**src/sv/mcb_pkg.sv**
```systemverilog
// Shared types and constants for the March C- memory self-test controller.
// Depends on nothing; imported by mcb_core and march_c_minus_bist.
package mcb_pkg;

  // Field widths of the request and result streams
  localparam int CFG_W      = 18;
  localparam int ADDR_W     = 17;
  localparam int DATA_W     = 64;
  localparam int BYTE_ADR_W = 20;

  // Run phase: idle, or one of the six march elements
  localparam logic [2:0] PH_IDLE = 3'd0;
  localparam logic [2:0] PH_E0   = 3'd1;

  // March elements
  localparam logic [2:0] EL_0 = 3'd0;
  localparam logic [2:0] EL_1 = 3'd1;
  localparam logic [2:0] EL_2 = 3'd2;
  localparam logic [2:0] EL_3 = 3'd3;
  localparam logic [2:0] EL_4 = 3'd4;
  localparam logic [2:0] EL_5 = 3'd5;

  // Fault kinds
  localparam logic [1:0] FK_NONE = 2'd0;
  localparam logic [1:0] FK_SA0  = 2'd1;
  localparam logic [1:0] FK_SA1  = 2'd2;
  localparam logic [1:0] FK_TRAN = 2'd3;

  typedef struct packed {
    logic                  cmd_valid;
    logic                  cmd_write;
    logic [ADDR_W-1:0]     cmd_addr;
    logic [DATA_W-1:0]     cmd_wdata;
    logic                  busy;
    logic                  done;
    logic                  failed;
    logic [1:0]            fault_kind;
    logic [2:0]            fail_element;
    logic [BYTE_ADR_W-1:0] fail_byte_addr;
  } result_t;

  // Fault kind reported by a read mismatch in a given element
  function automatic logic [1:0] fault_of(input logic [2:0] elem);
    logic [1:0] k;
    case (elem)
      EL_1:    k = FK_SA1;
      EL_2:    k = FK_SA0;
      EL_3:    k = FK_TRAN;
      EL_4:    k = FK_SA0;
      EL_5:    k = FK_SA1;
      default: k = FK_NONE;
    endcase
    return k;
  endfunction

endpackage

```
**src/sv/mcb_core.sv**
```systemverilog
// March C- sequencer: run state, per-cycle command and fault check.
// Depends on mcb_pkg; one request is processed per cycle when step is high.
module mcb_core #(
  parameter int ADDR_BITS = 17,
  parameter int WORD_BITS = 64
) (
  input  logic                         clk,
  input  logic                         rst,
  input  logic                         step,
  input  logic                         start_req,
  input  logic [mcb_pkg::DATA_W-1:0]   read_data,
  input  logic [mcb_pkg::CFG_W-1:0]    word_count,
  output mcb_pkg::result_t             res
);
  import mcb_pkg::*;

  localparam int WORD_BYTES = WORD_BITS / 8;
  localparam int CLAMP = (ADDR_BITS >= CFG_W) ? ((1 << CFG_W) - 1) : (1 << ADDR_BITS);
  localparam logic [CFG_W-1:0] CNT_MAX = CLAMP[CFG_W-1:0];
  localparam logic [CFG_W-1:0] IDX_MASK =
    (ADDR_BITS >= CFG_W) ? {CFG_W{1'b1}} : CFG_W'((1 << ADDR_BITS) - 1);
  localparam logic [DATA_W-1:0] DATA_MASK = {DATA_W{1'b1}} >> (DATA_W - WORD_BITS);

  logic [2:0]       phase, phase_next;
  logic [CFG_W-1:0] word_index, idx_next;
  logic             read_pending, rp_next;
  logic             done_flag, done_next;
  logic [1:0]       fault_code, fc_next;
  logic [2:0]       fault_element, fe_next;
  logic [CFG_W-1:0] fault_index, fi_next;
  logic [CFG_W-1:0] run_count, run_next;

  logic [CFG_W-1:0] clamped;
  logic [2:0]       elem, nxt_elem;
  logic             desc, nxt_desc, at_end, do_adv;
  logic [CFG_W:0]   idx_inc;
  logic [CFG_W-1:0] idx_cur;
  logic [DATA_W-1:0] exp_data, rdata_m;

  assign clamped = (word_count > CNT_MAX) ? CNT_MAX : word_count;
  assign rdata_m = read_data & DATA_MASK;

  always_comb begin
    phase_next = phase;
    idx_next   = word_index;
    rp_next    = read_pending;
    done_next  = done_flag;
    fc_next    = fault_code;
    fe_next    = fault_element;
    fi_next    = fault_index;
    run_next   = run_count;
    res        = '0;
    do_adv     = 1'b0;

    // Start from idle: clear the record, latch the word count
    if (phase == PH_IDLE && start_req) begin
      done_next = 1'b0;
      fc_next   = FK_NONE;
      fe_next   = EL_0;
      fi_next   = '0;
      run_next  = clamped;
      if (clamped == '0) begin
        done_next = 1'b1;
      end else begin
        phase_next = PH_E0;
        idx_next   = '0;
        rp_next    = 1'b0;
      end
    end

    elem     = phase_next - PH_E0;
    nxt_elem = elem + 3'd1;
    desc     = elem inside {EL_3, EL_4};
    nxt_desc = nxt_elem inside {EL_3, EL_4};
    idx_cur  = idx_next & IDX_MASK;
    idx_inc  = {1'b0, idx_next} + {{CFG_W{1'b0}}, 1'b1};
    at_end   = desc ? (idx_next == '0) : (idx_inc >= {1'b0, run_next});
    exp_data = (elem inside {EL_2, EL_4}) ? DATA_MASK : '0;

    if (phase_next != PH_IDLE) begin
      if (elem == EL_0) begin
        res.cmd_valid = 1'b1;
        res.cmd_write = 1'b1;
        res.cmd_addr  = idx_cur[ADDR_W-1:0];
        do_adv        = 1'b1;
      end else if (!rp_next) begin
        res.cmd_valid = 1'b1;
        res.cmd_addr  = idx_cur[ADDR_W-1:0];
        rp_next       = 1'b1;
      end else if (rdata_m != exp_data) begin
        // First mismatch: record it and stop
        fc_next    = fault_of(elem);
        fe_next    = elem;
        fi_next    = idx_cur;
        phase_next = PH_IDLE;
        rp_next    = 1'b0;
        done_next  = 1'b1;
      end else begin
        rp_next = 1'b0;
        if (elem != EL_5) begin
          res.cmd_valid = 1'b1;
          res.cmd_write = 1'b1;
          res.cmd_addr  = idx_cur[ADDR_W-1:0];
          res.cmd_wdata = exp_data ^ DATA_MASK;
        end
        do_adv = 1'b1;
      end
    end

    // Next word, or next element at the end of this one
    if (do_adv) begin
      if (at_end) begin
        rp_next = 1'b0;
        if (elem == EL_5) begin
          phase_next = PH_IDLE;
          done_next  = 1'b1;
          idx_next   = '0;
        end else begin
          phase_next = phase_next + 3'd1;
          idx_next   = nxt_desc ? (run_next - {{(CFG_W-1){1'b0}}, 1'b1}) : '0;
        end
      end else if (desc) begin
        idx_next = idx_next - {{(CFG_W-1){1'b0}}, 1'b1};
      end else begin
        idx_next = idx_inc[CFG_W-1:0];
      end
    end

    res.busy           = (phase_next != PH_IDLE);
    res.done           = done_next;
    res.failed         = done_next && (fc_next != FK_NONE);
    res.fault_kind     = fc_next;
    res.fail_element   = fe_next;
    res.fail_byte_addr = (fc_next != FK_NONE) ? BYTE_ADR_W'(fi_next * WORD_BYTES) : '0;
  end

  always_ff @(posedge clk) begin
    if (rst) begin
      phase         <= PH_IDLE;
      word_index    <= '0;
      read_pending  <= 1'b0;
      done_flag     <= 1'b0;
      fault_code    <= FK_NONE;
      fault_element <= EL_0;
      fault_index   <= '0;
      run_count     <= '0;
    end else if (step) begin
      phase         <= phase_next;
      word_index    <= idx_next;
      read_pending  <= rp_next;
      done_flag     <= done_next;
      fault_code    <= fc_next;
      fault_element <= fe_next;
      fault_index   <= fi_next;
      run_count     <= run_next;
    end
  end

  a_run_not_done: assert property (@(posedge clk) disable iff (rst)
    (phase != PH_IDLE) |-> !done_flag)
    else $error("done flag set while a test is running");

  a_read_in_rw_elem: assert property (@(posedge clk) disable iff (rst)
    read_pending |-> (phase != PH_IDLE && phase != PH_E0))
    else $error("read pending outside a read element");

  a_fault_means_done: assert property (@(posedge clk) disable iff (rst)
    (fault_code != FK_NONE) |-> done_flag)
    else $error("fault recorded without a finished test");

  a_index_in_range: assert property (@(posedge clk) disable iff (rst)
    (phase != PH_IDLE) |-> (word_index < run_count))
    else $error("word index beyond latched word count");

endmodule

```
**src/sv/march_c_minus_bist.sv**
```systemverilog
// Top level of the March C- memory self-test controller.
// Depends on mcb_pkg and mcb_core; holds the request and result registers.
//
// One request on the slave stream stands for one memory cycle: it carries a
// start flag and the data the SRAM returned for the previous cycle's read.
// Each request yields exactly one result on the master stream with the
// memory command for that cycle (read or write, word address, all-zeros or
// all-ones data) and the test status (busy, done, failed, fault kind,
// failing element and byte address). The controller takes one request every
// clock cycle while the result slot is free or drains downstream; a result
// is offered on the master stream once its request has been accepted into
// the request register and the sequencer step has loaded the result
// register. The rate is set by the sequencer step between the two registers.
// The request register can take a new request while a finished result still
// waits for the downstream side. The sequencer latches the word count at
// start, clamped to 2^ADDR_BITS words; a count of zero passes at once.
module march_c_minus_bist #(
  parameter int ADDR_BITS = 17,
  parameter int WORD_BITS = 64
) (
  input  logic                        clk,
  input  logic                        rst,
  input  logic                        cfg_wr_en,
  input  logic [mcb_pkg::CFG_W-1:0]   cfg_wr_data,   // word_count
  input  logic                        s_axis_tvalid,
  output logic                        s_axis_tready,
  input  logic [71:0]                 s_axis_tdata,  // start_req, read_data[63:0], pad
  output logic                        m_axis_tvalid,
  input  logic                        m_axis_tready,
  output logic [111:0]                m_axis_tdata   // cmd_valid, cmd_write, cmd_addr[16:0],
                                                     // cmd_wdata[63:0], busy_res, done_res,
                                                     // failed, fault_kind[1:0],
                                                     // fail_element[2:0], fail_byte_addr[19:0],
                                                     // pad
);
  import mcb_pkg::*;

  localparam logic [CFG_W-1:0] WC_RESET = CFG_W'(131072);

  logic [CFG_W-1:0]  word_count;
  logic              in_valid;
  logic              in_start;
  logic [DATA_W-1:0] in_rdata;
  logic              step;
  result_t           res;

  // Advance when a request is held and the result slot is free or draining
  assign step          = in_valid && (!m_axis_tvalid || m_axis_tready);
  assign s_axis_tready = !in_valid || step;

  always_ff @(posedge clk) begin
    if (rst) begin
      word_count <= WC_RESET;
    end else if (cfg_wr_en) begin
      word_count <= cfg_wr_data;
    end
  end

  // Request register: hold the request until the sequencer takes it
  always_ff @(posedge clk) begin
    if (rst) begin
      in_valid <= 1'b0;
    end else if (s_axis_tvalid && s_axis_tready) begin
      in_valid <= 1'b1;
    end else if (step) begin
      in_valid <= 1'b0;
    end
  end

  always_ff @(posedge clk) begin
    if (s_axis_tvalid && s_axis_tready) begin
      in_start <= s_axis_tdata[0];
      in_rdata <= s_axis_tdata[DATA_W:1];
    end
  end

  mcb_core #(
    .ADDR_BITS (ADDR_BITS),
    .WORD_BITS (WORD_BITS)
  ) u_core (
    .clk        (clk),
    .rst        (rst),
    .step       (step),
    .start_req  (in_start),
    .read_data  (in_rdata),
    .word_count (word_count),
    .res        (res)
  );

  // Result register: load on each step, drop once taken downstream
  always_ff @(posedge clk) begin
    if (rst) begin
      m_axis_tvalid <= 1'b0;
    end else if (step) begin
      m_axis_tvalid <= 1'b1;
    end else if (m_axis_tready) begin
      m_axis_tvalid <= 1'b0;
    end
  end

  always_ff @(posedge clk) begin
    if (step) begin
      m_axis_tdata <= {1'b0,
                       res.fail_byte_addr,
                       res.fail_element,
                       res.fault_kind,
                       res.failed,
                       res.done,
                       res.busy,
                       res.cmd_wdata,
                       res.cmd_addr,
                       res.cmd_write,
                       res.cmd_valid};
    end
  end

endmodule
```
**config.mk**
```make
export PLATFORM = sky130hd
export DESIGN_NAME = march_c_minus_bist
export DESIGN_NICKNAME = d
export VERILOG_FILES = /design/src/sv/mcb_pkg.sv /design/src/sv/mcb_core.sv /design/src/sv/march_c_minus_bist.sv
export SDC_FILE = /design/constraint.sdc
export NUM_CORES = 1
export LEC_CHECK = 0
export BUFFER_PORTS_ARGS = -buffer_cell sky130_fd_sc_hd__clkbuf_2
export CORE_MARGIN = 3
export CORE_UTILIZATION = 45
export CTS_CLUSTER_DIAMETER = 60
export DETAILED_ROUTE_END_ITERATION = 16
export GPL_TIMING_DRIVEN = 0
export PLACE_DENSITY = 0.72
export RECOVER_POWER = 100
export SYNTH_ARGS = -nofsm -noshare
export SYNTH_HDL_FRONTEND = slang
export SYNTH_SLANG_ARGS = --single-unit
```
**constraint.sdc**
```tcl
create_clock -name clk -period 6.8 [get_ports clk]
set_clock_uncertainty 0.15 [all_clocks]
set_input_delay 0.68 -clock clk [delete_from_list [all_inputs] [get_ports clk]]
set_output_delay 0.68 -clock clk [all_outputs]
set_load 0.02 [all_outputs]
```
Word-level counts from Yosys, hierarchy flattened --
Index checks and enable logic that the tools add are counted.
Storage, ports and cells: register bits 260
Cells by class: reductions and logical operators 23, equality and inequality tests 9, add/subtract/negate cells 6, multiplexer cells 66, bitwise gates (word level) 4, $lt $le $gt $ge 2
Operator list (number):
- $mux W18 | 14
- $mux W83 | 2
- $mux W64 | 1
- $ne A64 B64 Y1 | 1
- $not A64 Y64 | 1
- $mux W3 | 14
- $logic_not A18 Y1 | 2
- $sub A18 B1 Y18 const B | 2
- $mux W1 | 27
- $add A18 B1 Y19 const B | 1
- $ge A19 B18 Y1 | 1
- $mux W19 | 1
- $gt A18 B18 Y1 const B | 1
- $mux W17 | 1
- $reduce_bool A2 Y1 | 6
- $mux W2 | 5
- $eq A3 B2 Y1 const B | 3
- $eq A3 B3 Y1 const B | 3
- $add A3 B1 Y3 const B | 2
- $logic_not A3 Y1 | 2
- $pmux W2 S3 | 1
- $reduce_bool A3 Y1 | 2
- $reduce_or A5 Y1 | 1
- $logic_and A1 B1 Y1 | 4
- other kinds (7) | 12

Longest topological paths before layout --
Gate-level depths: netlist of the first run.
word-level depth 19, depth in mapped cells 25

Modules after synthesis --
From an unflattened synthesis of the first run, not the netlist that was laid out.
Second synthesis, totals: cells, all modules 1122, area total of the unflattened synthesis 12245.5 um2
Modules (own cells, without submodules):
- mcb_core | cells each 876, times used 1, area each 6217.2 um2, sequential area each 1261.2 um2
- march_c_minus_bist | cells each 246, times used 1, area each 6028.3 um2, sequential area each 5685.5 um2

Worst setup path after synthesis of the first run --
No wires, ideal clock.
kind register -> register, start point register word_count[17], end point register u_core.word_index[6], setup slack 1.587 ns, data required time 6.533 ns, data arrival time 4.946 ns, library setup time 0.117 ns, clock period less this slack 5.213 ns, stages on the path, launching flop included 25, cell sequence dfxtp_1 clkbuf_1 nor4_1 nand2_1 o21ai_1 clkbuf_1 clkbuf_1 nand2_1 inv_1 ha_1 nand3_1 nor2_1 nand2_1 or3_1 xor2_1 nor2_1 ha_1 a21oi_1 o21ai_0 nor4_1 a21oi_1 o2bb2ai_4 clkbuf_1 o311ai_0 a22o_1
Between the ends: longest elaborated chain between the ends 15, elaborated cells between the ends (all ways) 40
Ends and longest elaborated chain:
- start, declared | line march_c_minus_bist.sv:40 | logic [CFG_W-1:0] word_count;
- start signal, assigned | line march_c_minus_bist.sv:55 | word_count <= cfg_wr_data;
- $gt A18 B18 Y1 | line mcb_core.sv:40 | assign clamped = (word_count > CNT_MAX) ? CNT_MAX : word_count;
- $mux W18 (*) | line mcb_core.sv:40
- branches (longest 12 deep; another with $add A18 B1 Y19)
- $mux W18 (*) | line mcb_core.sv:111 | if (do_adv) begin
- end signal, assigned | line mcb_core.sv:149 | word_index <= idx_next;
- end, declared | line mcb_core.sv:25 | logic [CFG_W-1:0] word_index, idx_next;
Every way passes the cells marked *. A chain may end at the register's enable or synchronous reset.

Worst setup path after layout of the first run --
start point register word_count[5], end point register u_core.word_index[4]
Same word-level chain as after synthesis.

==> metrics.md, run 1 <==
| Metric | Value |
|---|---|
| H-Tree Level Count | `4` |
| Clk Tree Root Cell | `clkbuf_16` |
| Distinct cells, synth | `79` |
| Multi-input gate area | `0.00447 mm^2` |
| Via count of the routed design | `9090` |
| Filler cell count in the final layout | `2022` |
| RSZ-0062 raised after global routing | `false` |
| Mapped cell area | `0.0103 mm^2` |
| Worst slew margin | `-50.1%` |
| Setup WS pre-CTS | `-473 ps` |
| Worst EP arrival | `6590 ps` |
| Placeable Area | `0.0222 mm^2` |
| Die footprint | `0.0248 mm^2` |
| Global-route total usage across every layer | `23.5%` |
| Vias/cell | `5.78` |
| Max stage delay on crit path | `420 ps` |
| Layout area overhead | `18.5%` |
| CP endpoint kind | `flip-flop` |
| Routability cong. | `1.01` |
| Initial antenna violation count | `0` |
| Final WS setup | `396 ps` |
| Top_reg_cell synth | `edfxtp_1` |
| Post-synthesis register bit count | `193` |
| I/O pin count | `209` |
| Grt met3 use | `3.60%` |
| Worst Setup Path Type | `reg2reg` |
| Worst skew pair latency | `440 ps` |
| Global-route met2 utilization | `36.9%` |
| HP Class | `in2reg` |
| Tot Pwr | `3220 uW` |
| Antenna cell count | `0` |
| Pleak | `0.00471 uW` |
| Seq/Total Area, Yosys | `48.1%` |
| Gr ovfl total | `0` |
| Fin area | `0.0122 mm^2` |
| Worst-Margin Slew | `2250 ps` |
| Final core occ | `55.1%` |
| Num CTS Buffers | `17` |
| Tmin final | `6400 ps` |
| Cell Pwr Density | `264 mW/mm^2` |
| Failing checks | `capacitance limit, slew limit` |
| Most frequent cells in the layout | `151 x clkbuf_2, 137 x nor2_1, 110 x edfxtp_1` |
| Placed cell area | `0.0118 mm^2` |
| Number of global-route vias before repair | `8494` |
| # port buffers | `196` |
| Residual DRC | `0` |
| Initial Util | `46.5%` |
| DIE WIDTH | `157 um` |
| Slew Viols, Final | `110` |
| Critical path launch point type | `flip-flop` |
| Largest net degree at the start of global routing | `42` |
| Clk buf depth | `2` |
| Reg area | `0.00496 mm^2` |
| Critical path, cell by cell | `nor4_1 > nand2_1 > o21ai_4 > clkbuf_2 > nand2_1 > inv_1 > ha_1 > nand3_1 > nor2_1 > nand2_1 > or3_1 > xor2_1 > nor2_1 > ha_1 > nand4_1 > o41ai_1 > a211oi_1 > o31ai_1 > a2bb2oi_2 > clkbuf_2 > a21oi_1 > a22o_1` |
| CTS clk-pin slew, worst paths | `80 ps` |
| Drt first pass iters | `6` |
| Worst vdd ir | `0.163 mV` |
| Critical-path top delay cell | `nor4_1` |
| Required @ worst endpoint | `6980 ps` |
| Period utilization | `94.2%` |
| Number of enable flip-flop cells after synthesis | `110` |
| Syn_area_per_cell | `9.75 um^2` |
| # setup viols final | `0` |
| First-pass GRT wire length | `45900 um` |
| Final-stage net count | `1401` |
| Max cap viols | `3` |
| Clock Sinks | `193` |
| Top post-synthesis cells by area | `edfxtp_1 32%, dfxtp_1 16%, nor2_1 5.0%, buf_4 5.0%, ha_1 3.3%` |
| CTS tree | `built` |
| WL final | `29700 um` |
| Detailed Route Iter0 Violations | `857` |
| CP dominant cell by count | `nand2_1` |
| Yosys top cell area share | `32.0%` |
| Crit-path max FO | `10` |
| Layout cells sized above 1 | `22.1%` |
| Antenna Nets Post-Route | `0` |
| Fin. Hold Viols | `0` |
| Postcts setup bufs | `0` |
| Gr busiest metal | `met2` |
| Routed WL per cell | `18.9 um` |
| Synth area leader | `edfxtp_1` |
| Core Rows | `54` |
| DP HPWL | `22500 um` |
| Ys Warns | `0` |
| Die Y | `157 um` |
| Most common cell after layout, fill and taps aside | `clkbuf_2` |
| Mapped Cells | `1058` |
| Max Fclk | `156 MHz` |
| Status | `complete, but fails checks` |
| FFs w/ async S/R, synth | `0%` |
| Met1 Use GR | `32.9%` |
[what timing repair did]
action / in CTS / in global routing
gates resized for setup: 3 / 6
hold buffers: 0 / 0
gates cloned: 0 / 0
endpoints found under the setup margin: 26 / 26
[stage by stage]
step | TNS [ps] | instances | hold slack (ps)
floorplan | 0 | 1061 | 303
global placement | -7850 | 1537 | 316
detailed placement | -5700 | 1541 | 325
CTS | 0 | 1573 | 256
global route | 0 | 1572 | 246
finish | 0 | 1572 | 265
[cell usage after synthesis, types with 3 or more instances]
cell	n
nand4_1	36
dfxtp_1	83
a211oi_1	25
a22oi_1	17
nand3_1	29
nor3_1	21
nor3b_1	17
o211ai_1	7
a21o_1	3
buf_4	68
and2_1	9
or3_1	7
and3_1	5
buf_2	21
o21a_1	6
buf_1	5
and4_1	3
a32oi_1	5
nand2b_1	6
o2bb2ai_1	6
a31oi_1	12
inv_1	17
a311oi_1	3
nor2_1	137
or4_1	3
edfxtp_1	110
nor2b_1	12
a221o_1	5
o21ai_0	25
ha_1	27
o31ai_1	5
a21oi_1	56
xnor2_1	21
a21oi_2	6
clkbuf_1	44
xor2_1	12
nor4_1	29
nand2_1	67
a22o_1	4
o22ai_1	7
o41ai_1	4
mux2i_1	24
[cell type report]
cell class / count / share of cell area [%]
Clock buffer: 17 / 3.48
Inverter: 19 / 0.584
Tap cell: 280 / 2.87
Sequential cell: 193 / 40.6
Timing Repair Buffer: 200 / 7.66
Multi-Input combinational cell: 710 / 36.6
Clock inverter: 15 / 1.69
Buffer: 138 / 6.50
[layer usage]
metal	vias to the layer above	routed length, um
met3	61	2310
met1	4272	13200
met4	0	942
met2	455	13300
met5	-	0
li1	4302	-
[worst max-delay path, delay by kind of cell (launching register included)]
family          cells  cell delay [ps]
flops               1              350
fa+ha+maj           2              580
xor+xnor            1              160
compound gates      7             1880
buf+inv             3              860
simple gates        9             2280
[final timing paths]
kind                                             from                                  end  slack (ps)  cells past startpoint
setup / recovery           word_count[5]$_SDFFE_PP0P_    u_core.word_index[4]$_SDFFE_PP0P_         400                     22
hold / removal                       s_axis_tdata[34]               in_rdata[33]$_DFFE_PP_         260                      1
setup reg to reg           word_count[5]$_SDFFE_PP0P_    u_core.word_index[4]$_SDFFE_PP0P_         400                     22
hold reg to reg   u_core.fault_index[15]$_SDFFE_PP0P_  u_core.fault_index[15]$_SDFFE_PP0P_         340                      2
[state kept, by name, summed over array words and instances (netlist names)]
register and cells:
in_rdata 64, in_start 1, in_valid 1, m_axis_tdata 45, m_axis_tvalid 1, u_core.done_flag 1
u_core.fault_code 2, u_core.fault_element 3, u_core.fault_index 17, u_core.phase 3, u_core.read_pending 1, u_core.run_count 18
u_core.word_index 18, word_count 18
[where the power goes]
part | leakage, uW | switching (uW) | internal [uW]
Clock | 0.000308 | 516 | 540
Combinational | 0.00265 | 554 | 284
Sequential | 0.00175 | 31.7 | 1300
[logic make-up after synthesis]
logic type | after synthesis | share of synthesized area (%)
compound gates | 228 | 15.6
xor+xnor | 33 | 2.80
fa+ha+maj | 27 | 3.28
buf+inv | 158 | 8.55
flops | 193 | 48.1
mux | 26 | 2.55
other cells | 1 | 0.0364
simple gates | 392 | 19.0
(Power assumes the default switching activity.)
==> inputs of run 2 (changes only) <==
ABC_AREA = 1   (was unset)
==> run 2 against run 1 <==
The flow still finishes with violations (capacitance limit, slew limit); clock power fell by 4%; worst setup slack improved by 680 ps; power fell by 1.2%; combinational power fell by 3.2%; die area rose by 5.3%; sequential power barely moved; design area rose by 4.5%; first-iteration DRC count rose by 15%; flip-flop and latch count did not move; clock-buffer cell count did not move; maximum frequency rose by 12%.
==> metrics.md, run 2 <==
| Metric | Value |
|---|---|
| Switch share | `35.2% (was 34.2%)` |
| CTS tree | `built (unchanged)` |
| FFs w/ async S/R, synth | `0% (unchanged)` |
| Period utilization | `84.1% (was 94.2%)` |
| Top post-synthesis cells by area | `edfxtp_1 30%, dfxtp_1 15%, nand2_1 8.6%, inv_1 6.1%, nor2_1 5.8% (was edfxtp_1 32%, dfxtp_1 16%, nor2_1 5.0%, buf_4 5.0%, ha_1 3.3%)` |
| Initial antenna violation count | `0 (unchanged)` |
| Placeable Area | `0.0236 mm^2 (was 0.0222 mm^2)` |
| Slew Viols, Final | `88 (was 110)` |
| Sequential share of power | `42.5% (was 41.2%)` |
| Cell count after placement | `1895 (was 1541)` |
| DP HPWL | `24400 um (was 22500 um)` |
| CP endpoint kind | `flip-flop (unchanged)` |
| I/O pin count | `209 (unchanged)` |
| # setup viols final | `0 (unchanged)` |
| WL final | `31500 um (was 29700 um)` |
| Clk Tree Root Cell | `clkbuf_16 (unchanged)` |
| RSZ-0062 raised after global routing | `false (unchanged)` |
| Largest net degree at the start of global routing | `49 (was 42)` |
| Worst skew pair latency | `440 ps (about the same)` |
| Count leader, synth | `nand2_1 (was nor2_1)` |
| Post-synthesis register bit count | `193 (unchanged)` |
| Setup TNS | `0 ps (unchanged)` |
| Worst slew margin | `-63.1% (was -50.1%)` |
| Tmin final | `5720 ps (was 6400 ps)` |
| Drt first pass iters | `8 (was 6)` |
| CTS clk-pin slew, worst paths | `80 ps (about the same)` |
| # port buffers | `196 (unchanged)` |
| DIE WIDTH | `161 um (was 157 um)` |
| Detailed Route Iter0 Violations | `984 (was 857)` |
| Worst Setup Path Type | `reg2reg (unchanged)` |
| Status | `complete, but fails checks (unchanged)` |
| Combinational share of power | `25.5% (was 26.0%)` |
| Gr ovfl total | `0 (unchanged)` |
| Postcts setup bufs | `0 (unchanged)` |
| Mapped cell area | `0.0109 mm^2 (was 0.0103 mm^2)` |
| Compound-Gate Fraction of Synth Area | `10.8% (was 15.6%)` |
| Switching pwr | `1120 uW (was 1100 uW)` |
| Number of hold buffers added after cts | `0 (unchanged)` |
| Ys Warns | `0 (unchanged)` |
| Layout cells sized above 1 | `18.3% (was 22.1%)` |
| Die Y | `161 um (was 157 um)` |
| First-pass GRT wire length | `49600 um (was 45900 um)` |
| Antenna Nets Post-Route | `0 (unchanged)` |
| Number of enable flip-flop cells after synthesis | `110 (unchanged)` |
| HP Class | `in2reg (unchanged)` |
| Final Instance Count excl. Fillers | `1927 (was 1572)` |
| Global-route total usage across every layer | `24.2% (was 23.5%)` |
| Cell Pwr Density | `249 mW/mm^2 (was 264 mW/mm^2)` |
| Fraction of the mapped netlist area in adder cells | `3.11% (was 3.28%)` |
| Fin Hold WS | `257 ps (was 265 ps)` |
| Layout area overhead | `17.4% (was 18.5%)` |
| Clock Power Share | `32.0% (was 32.8%)` |
| Tot Pwr | `3180 uW (was 3220 uW)` |
| Largest regs | `in_rdata (64), m_axis_tdata (45) (unchanged)` |
| Failing checks | `capacitance limit, slew limit (unchanged)` |
| Clock Sinks | `193 (unchanged)` |
| Num CTS Buffers | `17 (unchanged)` |
| Pleak | `0.00579 uW (was 0.00471 uW)` |
| H-Tree Level Count | `4 (unchanged)` |
| Reg with most FFs | `in_rdata (unchanged)` |
| Most frequent cells in the layout | `249 x nand2_1, 179 x inv_1, 171 x nor2_1 (was 151 x clkbuf_2, 137 x nor2_1, 110 x edfxtp_1)` |
| Resized cells post-CTS | `0 (was 3)` |
| Clk buf depth | `2 (unchanged)` |
| Routability cong. | `1.04 (was 1.01)` |
| Yosys top cell area share | `30.4% (was 32.0%)` |
| Critical path launch point type | `flip-flop (unchanged)` |
| Required @ worst endpoint | `6980 ps (about the same)` |
| Worst vdd ir | `0.210 mV (was 0.163 mV)` |
| Core Rows | `56 (was 54)` |
| Residual DRC | `0 (unchanged)` |
| Initial Util | `46.1% (was 46.5%)` |
| Worst EP arrival | `5900 ps (was 6590 ps)` |
| Post-synth top cells | `248 x nand2_1, 176 x inv_1, 169 x nor2_1, 110 x edfxtp_1 (was 137 x nor2_1, 110 x edfxtp_1, 83 x dfxtp_1, 68 x buf_4, 67 x nand2_1)` |
| Critical-path top delay cell | `nor2_2 (was nor4_1)` |
| Max stage delay on crit path | `540 ps (was 420 ps)` |
| Max cap viols | `2 (was 3)` |
| Top_reg_cell synth | `edfxtp_1 (unchanged)` |
| Crit-path max FO | `10 (unchanged)` |
| Xor and xnor area share after synthesis | `1.29% (was 2.80%)` |
| Largest family of logic cells by synthesized area | `simple AND/OR/NAND/NOR gates (unchanged)` |
| Die footprint | `0.0261 mm^2 (was 0.0248 mm^2)` |
| Synth area leader | `edfxtp_1 (unchanged)` |
| Final-stage net count | `1717 (was 1401)` |
| Mux contribution to synthesized area | `0% (was 2.55%)` |
| Vias/cell | `5.14 (was 5.78)` |
| CP dominant cell by count | `nand2_1 (unchanged)` |
| Number of global-route vias before repair | `9108 (was 8494)` |
| Routed WL per cell | `16.3 um (was 18.9 um)` |
| Area share of and/or/nand/nor cells after synthesis | `25.9% (was 19.0%)` |
| Internal power | `2060 uW (was 2120 uW)` |
| Syn_area_per_cell | `7.92 um^2 (was 9.75 um^2)` |
| Distinct cells, synth | `48 (was 79)` |
| Worst-Margin Slew | `2450 ps (was 2250 ps)` |
| Max reg flops | `64 (unchanged)` |
| Fin. Hold Viols | `0 (unchanged)` |
| Max Fclk | `175 MHz (was 156 MHz)` |
| Most common cell after layout, fill and taps aside | `nand2_1 (was clkbuf_2)` |
| Antenna cell count | `0 (unchanged)` |
| Via count of the routed design | `9902 (was 9090)` |
| Mapped Cells | `1374 (was 1058)` |
| Seq/Total Area, Yosys | `45.7% (was 48.1%)` |
| Filler cell count in the final layout | `2284 (was 2022)` |
run 2: critical path, delay by kind of cell (launching register included):
| family | cells | cell delay (ps) |
|---|---|---|
| AOI/OAI and AO/OA | 2 | 320 |
| xor gates and xnor gates | 1 | 320 |
| adders and majority gates | 2 | 630 |
| buffers and inverters | 6 | 1220 |
| DFF | 1 | 390 |
| and+or+nand+nor | 20 | 2540 |
run 2: stage by stage:
stage,worst slack (ps),utilization [%],instance area (um^2)
6_report,1080,54.1,12800
5_1_grt,695,54.1,12800
4_1_cts,1700,54.8,12900
3_5_place_dp,1750,52.2,12300
3_3_place_gp,1790,51.9,12300
2_1_floorplan,2790,-,10900
run 2: cell families after synthesis:
kind of cell,Yosys count
simple gates,619
buf+inv,302
compound gates,216
flops,193
fa+ha+maj,27
xor+xnor,16
other cells,1
run 2: per-layer routing:
| metal | wire length (um) | GRT usage, % | part of all wire, % |
|---|---|---|---|
| met3 | 2300 | 3.77 | 7.3 |
| met2 | 14500 | 39.7 | 46 |
| met4 | 1070 | 8.21 | 3.4 |
| met5 | 0 | 0 | 0 |
| met1 | 13700 | 32.8 | 43 |
run 2: worst paths after layout:
kind,startpoint,cells after the start,slack (ps),endpoint
worst min-delay path,s_axis_tdata[44],1,260,in_rdata[43]$_DFFE_PP_
worst min register to register,word_count[8]$_SDFFE_PP0P_,2,330,word_count[8]$_SDFFE_PP0P_
worst max register to register,u_core.phase[1]$_SDFFE_PP0P_,31,1080,u_core.word_index[2]$_SDFFE_PP0P_
worst max-delay path,u_core.phase[1]$_SDFFE_PP0P_,31,1080,u_core.word_index[2]$_SDFFE_PP0P_
run 2: power by group through the flow:
stage | Combinational, uW | Clock, uW | Sequential, uW
4_1_cts | 820 | 1030 | 1350
3_5_place_dp | 816 | 0 | 1380
3_3_place_gp | 801 | 0 | 1380
6_report | 811 | 1020 | 1350
5_1_grt | 896 | 1080 | 1360
2_1_floorplan | 551 | 0 | 1390
run 2: area by class of cell:
| class | instances | area, um^2 | area share, % |
|---|---|---|---|
| buffer | 113 | 716 | 5.60 |
| clock buffer | 17 | 425 | 3.33 |
| clock inverter | 15 | 175 | 1.37 |
| inverter | 189 | 712 | 5.57 |
| multi-input combinational | 882 | 4450 | 34.8 |
| sequential | 193 | 4960 | 38.9 |
| tap | 319 | 399 | 3.13 |
| timing repair buffer | 199 | 932 | 7.30 |
